**src/sms_pkg.sv**
```systemverilog
// ----------------------------------------------------------------------------
// sms_pkg
// Shared types and codes for the stack machine step block.
// ----------------------------------------------------------------------------
package sms_pkg;

  localparam logic [1:0] CMD_APPEND = 2'd0;
  localparam logic [1:0] CMD_EXEC   = 2'd1;
  localparam logic [1:0] CMD_CLEAR  = 2'd2;

  localparam logic [2:0] TRAP_OK       = 3'd0;
  localparam logic [2:0] TRAP_OVERFLOW = 3'd1;
  localparam logic [2:0] TRAP_UNDERFLW = 3'd2;
  localparam logic [2:0] TRAP_ILLEGAL  = 3'd3;
  localparam logic [2:0] TRAP_BAD_IP   = 3'd4;
  localparam logic [2:0] TRAP_BAD_OPND = 3'd5;
  localparam logic [2:0] TRAP_DIV_ZERO = 3'd6;
  localparam logic [2:0] TRAP_PROG_FUL = 3'd7;

  localparam logic [3:0] K_PUSH  = 4'd0;
  localparam logic [3:0] K_ADD   = 4'd1;
  localparam logic [3:0] K_SUB   = 4'd2;
  localparam logic [3:0] K_MUL   = 4'd3;
  localparam logic [3:0] K_DIV   = 4'd4;
  localparam logic [3:0] K_DUP   = 4'd5;
  localparam logic [3:0] K_JMP   = 4'd6;
  localparam logic [3:0] K_CJMP  = 4'd7;
  localparam logic [3:0] K_EQ    = 4'd8;
  localparam logic [3:0] K_HALT  = 4'd9;
  localparam logic [3:0] K_PRINT = 4'd10;

  localparam int MD_STEPS = 64;

  typedef enum logic [3:0] {
    S_IDLE, S_APPEND, S_CLEAR, S_FETCH, S_DECODE, S_MD_WAIT, S_DUP_WR, S_DONE
  } ctrl_state_t;

  typedef enum logic [3:0] {
    DP_NOP, DP_LATCH, DP_APPEND, DP_CLEAR, DP_FETCH, DP_EXEC,
    DP_MD_COMMIT, DP_DUP_COMMIT, DP_LOAD_OUT
  } dp_op_t;

  typedef enum logic [1:0] {
    CLS_SIMPLE, CLS_MULDIV, CLS_DUP
  } inst_class_t;

  typedef struct packed {
    dp_op_t op;
  } dp_cmd_t;

  typedef struct packed {
    logic        ip_bad;
    logic [2:0]  dec_trap;
    inst_class_t dec_class;
    logic        md_done;
  } dp_status_t;

endpackage

```
**src/sms_ctrl.sv**
```systemverilog
// ----------------------------------------------------------------------------
// sms_ctrl
// Sequencer that steps the datapath through append, clear and execute.
// ----------------------------------------------------------------------------
module sms_ctrl (
  input  logic                 clk,
  input  logic                 rst_n,
  input  logic                 in_valid,
  input  logic [1:0]           in_command,
  output logic                 in_stall,
  output logic                 out_valid,
  input  logic                 out_stall,
  input  sms_pkg::dp_status_t  sts,
  output sms_pkg::dp_cmd_t     cmd,
  output sms_pkg::ctrl_state_t state
);
  import sms_pkg::*;

  ctrl_state_t state_r, state_nxt;
  logic        out_valid_r, out_valid_nxt;

  always_ff @(posedge clk) begin
    if (!rst_n) begin
      state_r     <= S_IDLE;
      out_valid_r <= 1'b0;
    end else begin
      state_r     <= state_nxt;
      out_valid_r <= out_valid_nxt;
    end
  end

  always_comb begin
    state_nxt     = state_r;
    cmd.op        = DP_NOP;
    out_valid_nxt = out_valid_r && out_stall;
    case (state_r)
      S_IDLE: begin
        if (in_valid) begin
          cmd.op = DP_LATCH;
          case (in_command)
            CMD_APPEND: state_nxt = S_APPEND;
            CMD_EXEC:   state_nxt = S_FETCH;
            CMD_CLEAR:  state_nxt = S_CLEAR;
            default:    state_nxt = S_DONE;
          endcase
        end
      end
      S_APPEND: begin
        cmd.op    = DP_APPEND;
        state_nxt = S_DONE;
      end
      S_CLEAR: begin
        cmd.op    = DP_CLEAR;
        state_nxt = S_DONE;
      end
      S_FETCH: begin
        cmd.op    = DP_FETCH;
        state_nxt = sts.ip_bad ? S_DONE : S_DECODE;
      end
      S_DECODE: begin
        cmd.op = DP_EXEC;
        if (sts.dec_trap != TRAP_OK) begin
          state_nxt = S_DONE;
        end else begin
          case (sts.dec_class)
            CLS_MULDIV: state_nxt = S_MD_WAIT;
            CLS_DUP:    state_nxt = S_DUP_WR;
            default:    state_nxt = S_DONE;
          endcase
        end
      end
      S_MD_WAIT: begin
        if (sts.md_done) begin
          cmd.op    = DP_MD_COMMIT;
          state_nxt = S_DONE;
        end
      end
      S_DUP_WR: begin
        cmd.op    = DP_DUP_COMMIT;
        state_nxt = S_DONE;
      end
      S_DONE: begin
        if (!out_valid_r || !out_stall) begin
          cmd.op        = DP_LOAD_OUT;
          out_valid_nxt = 1'b1;
          state_nxt     = S_IDLE;
        end
      end
      default: state_nxt = S_IDLE;
    endcase
  end

  assign in_stall  = (state_r != S_IDLE);
  assign out_valid = out_valid_r;
  assign state     = state_r;

endmodule

```
**config.mk**
```make
export PLATFORM = sky130hd
export DESIGN_NAME = sms_ctrl
export DESIGN_NICKNAME = d
export VERILOG_FILES = /design/src/sms_pkg.sv /design/src/sms_ctrl.sv
export SDC_FILE = /design/constraint.sdc
export NUM_CORES = 1
export LEC_CHECK = 0
export ABC_AREA = 1
export BUFFER_PORTS_ARGS = -buffer_cell sky130_fd_sc_hd__buf_2
export CORE_AREA = 2 2 39 41
export DETAILED_ROUTE_END_ITERATION = 10
export DIE_AREA = 0 0 41 43
export GPL_ROUTABILITY_DRIVEN = 0
export SYNTH_ARGS = -nofsm -noshare
export SYNTH_HDL_FRONTEND = slang
export SYNTH_SLANG_ARGS = --single-unit
```
**constraint.sdc**
```tcl
create_clock -name clk -period 3.2 [get_ports clk]
set_clock_uncertainty 0.2 [all_clocks]
set_input_delay 0.32 -clock clk [delete_from_list [all_inputs] [get_ports clk]]
set_output_delay 0.32 -clock clk [all_outputs]
set_load 0.05 [all_outputs]
```
==> run_results.csv <==
group,metric,value,unit
run_status,run_status,"finished clean",
die,design.die.area,0.001763,mm²
power_and_ir_drop,ir_worst_vdd,0.5204,mV
global_routing,overflow,0,
global_routing,global_route_wire_length_before_repair,1580,µm
sta,whs,0.1709,ns
sta,final_period_minus_worst_setup_slack,1.966,ns
clock_network,cts_sinks,4,
route,num_vias,474,
yosys,number_of_enable_type_register_cells_in_the_synthesized_netlist,0,
yosys,asyncSetResetFlopFracSynth,0,%
critical_path,category_of_the_most_critical_setup_path,"flip-flop to output pin",
yosys,ys_types,20,
power_and_ir_drop,p_sw,0.4272,mW
yosys,synth_cell_area,391.6,µm²
clock_network,post_cts_repair_setup_buffers,0,
placed_design,detailedPlacementHpwl,770.2,µm
sta,setup_viol_count_final,0,
route,ant_nets,0,
yosys,syn-num-nets,82,
route,met3_wirelength,64,µm
power_and_ir_drop,clock_power_share,9.2,%
die,rows,14,
yosys,synthFlopType,"sky130_fd_sc_hd__dfxtp_1",
finish,area_growth_syn_to_layout,32.91,%
yosys,synthTopCellsByCount,"sky130_fd_sc_hd__inv_1 (13), sky130_fd_sc_hd__nand2_1 (12), sky130_fd_sc_hd__nand3_1 (8)",
yosys,yosys.cell_count.top_type,"sky130_fd_sc_hd__inv_1",
sta,grt_setup_unrepaired,"no",
placed_design,portBuffers,21,
route,wl_per_cell,8.710,µm
finish,final_core_utilization,37.61,%
job,max_cap_violations,0,
clock_network,ctsRootBufferMaster,"sky130_fd_sc_hd__clkbuf_4",
route,vias_per_cell,4.430,
clock_network,cts-htree-levels,1,
route,detailedRoute.firstPassIterationCount,4,
power_and_ir_drop,power_switching_share,64.21,%
power_and_ir_drop,cell_internal_pwr,0.2381,mW
clock_network,cts.repair.resized,0,
finish,fillerInstances,167,
yosys,synthesis.yosys.warnings,0,
yosys,synth.largest_area_cell,"sky130_fd_sc_hd__dfxtp_1",
critical_path,worstPathMaxFanout,10,
die,floorplan.io_pins,23,
route,drc_errors_left,0,
finish,number_of_antenna_diodes,0,
critical_path,timing.reg2reg.setup_slack,1.71,ns
sta,timing.final.crit_share,61.45,%
yosys,synthDominantCellAreaShare,20.45,%
yosys,synthCells,69,
clock_network,cts_tree,"built",
power_and_ir_drop,power,0.6653,mW
yosys,netlist_top_cells_area,"sky130_fd_sc_hd__dfxtp_1 (20%), sky130_fd_sc_hd__inv_1 (12%), sky130_fd_sc_hd__nand2_1 (12%)",
min_path,holdCritPathClass,"primary input to flip-flop",
sta,timing.setup.tns,0,ns
power_and_ir_drop,seq_power_share,16.7,%
critical_path,crit_path_end_kind,"output pin",
route,postRouteWirelength,932,µm
yosys,synth-seq-area-share,20.45,%
critical_path,crit_path_start_kind,"flip-flop",
clock_network,cts-buffers-inserted,3,
sta,maxClockFrequency,508.5,MHz
finish,drive_gt1_share,37.36,%
critical_path,critical_path_arrival,1.45,ns
die,die_x,41,µm
die,core_area,0.001384,mm²
clock_network,cts_max_path_buffers,2,
power_and_ir_drop,comb_power_share,74.0,%
finish,final_layout_net_count,106,
sta,total_count_of_hold_check_failures_in_the_final_report,0,
critical_path,cp_data_required_time,2.68,ns
power_and_ir_drop,p_leak,0.3209,nW
clock_network,ctsHoldBuffers,0,
yosys,synth.ff_latch_count,4,
yosys,syn-mean-instance-area,5.676,µm²
die,initial_util,28.30,%
die,dieHeight,43,µm
clock_network,clock_insertion_delay_worst_skew,0.23,ns
route,drt_first_iter_violations,5,
global_routing,vias_in_the_first_global_route,428,
power_and_ir_drop,pwr_density_cell,1278,mW/mm²
route,met2_wirelength,425,µm
route,met1Wirelength,423,µm
route,highest_layer,"met4",
global_routing,globalRouteTotalUtil,12.76,%
clock_network,clkTransAtPathRegs,0.04,ns
sta,final_max_slew_viol_count,0,
global_routing,grt_start_max_net_pins,11,
global_routing,grt_antenna_before_repair,0,
-- critical path: stages, from the launching register on --
cell	delay (ns)
sky130_fd_sc_hd__dfxtp_1	0.57
sky130_fd_sc_hd__inv_2	0.11
sky130_fd_sc_hd__nor3_1	0.23
sky130_fd_sc_hd__nor3_1	0.08
sky130_fd_sc_hd__buf_2	0.22
-- metal layers --
metal  vias to the layer above  track usage, %
li1                        257               -
met3                         2           1.571
met4                         0           6.000
met2                        16           20.94
met1                       199           15.48
met5                         -               0
-- layout by cell type (no fill, tap or decap) --
cell type and instances:
sky130_fd_sc_hd__a21oi_1 5, sky130_fd_sc_hd__a31oi_1 1, sky130_fd_sc_hd__buf_2 21, sky130_fd_sc_hd__clkbuf_4 3, sky130_fd_sc_hd__conb_1 1, sky130_fd_sc_hd__dfxtp_1 4
sky130_fd_sc_hd__inv_1 13, sky130_fd_sc_hd__inv_2 4, sky130_fd_sc_hd__nand2_1 12, sky130_fd_sc_hd__nand2_2 1, sky130_fd_sc_hd__nand2_4 1, sky130_fd_sc_hd__nand3_1 8
sky130_fd_sc_hd__nand3_2 1, sky130_fd_sc_hd__nor2_1 7, sky130_fd_sc_hd__nor2_2 2, sky130_fd_sc_hd__nor2_4 1, sky130_fd_sc_hd__nor3_1 2, sky130_fd_sc_hd__o21ai_0 1
sky130_fd_sc_hd__o21ai_1 2, sky130_fd_sc_hd__o22ai_1 1
-- sequential cells by signal, indices dropped and copies added (netlist names) --
name       cells
out_valid      1
state          3
-- cell families after synthesis --
| family | Yosys count | share of synthesized area, % |
|---|---|---|
| AND/OR/NAND/NOR | 35 | 44.09 |
| buffers and inverters | 19 | 21.09 |
| AO/OA/AOI/OAI | 10 | 13.42 |
| flip-flops | 4 | 20.45 |
| other | 1 | 0.9575 |
-- stage by stage --
stage / setup WS, ns / area (µm²) / instances
2_1_floorplan: 0.7334 / 391.6 / 69
3_3_place_gp: 1.553 / 498.0 / 104
3_5_place_dp: 1.495 / 498.0 / 104
4_1_cts: 1.245 / 520.5 / 107
5_1_grt: 1.081 / 520.5 / 107
6_report: 1.234 / 520.5 / 107
-- worst paths after layout --
kind | depth (start not counted) | to | startpoint
setup / recovery | 4 | cmd[1] | state[2]
hold / removal | 3 | out_valid | out_stall
setup reg to reg | 5 | state[2] | state[2]
hold reg to reg | 2 | out_valid | out_valid
-- power by group through the flow --
stage	combinational [mW]	clock, mW	sequential, mW
2_1_floorplan	0.357	0	0.161
3_3_place_gp	0.492	0	0.109
3_5_place_dp	0.494	0	0.112
4_1_cts	0.496	0.0637	0.111
5_1_grt	0.536	0.0663	0.116
6_report	0.493	0.0612	0.111
-- layout make-up --
cell class / instances / area, µm² / area share, %
Multi-Input combinational cell: 46 / 229.0 / 43.99
Clock buffer: 3 / 22.52 / 4.327
Tap cell: 16 / 20.02 / 3.846
Timing Repair Buffer: 21 / 105.1 / 20.19
Sequential cell: 4 / 80.08 / 15.38
Inverter: 17 / 63.81 / 12.26
No activity file was read; power rests on OpenSTA's default activity.
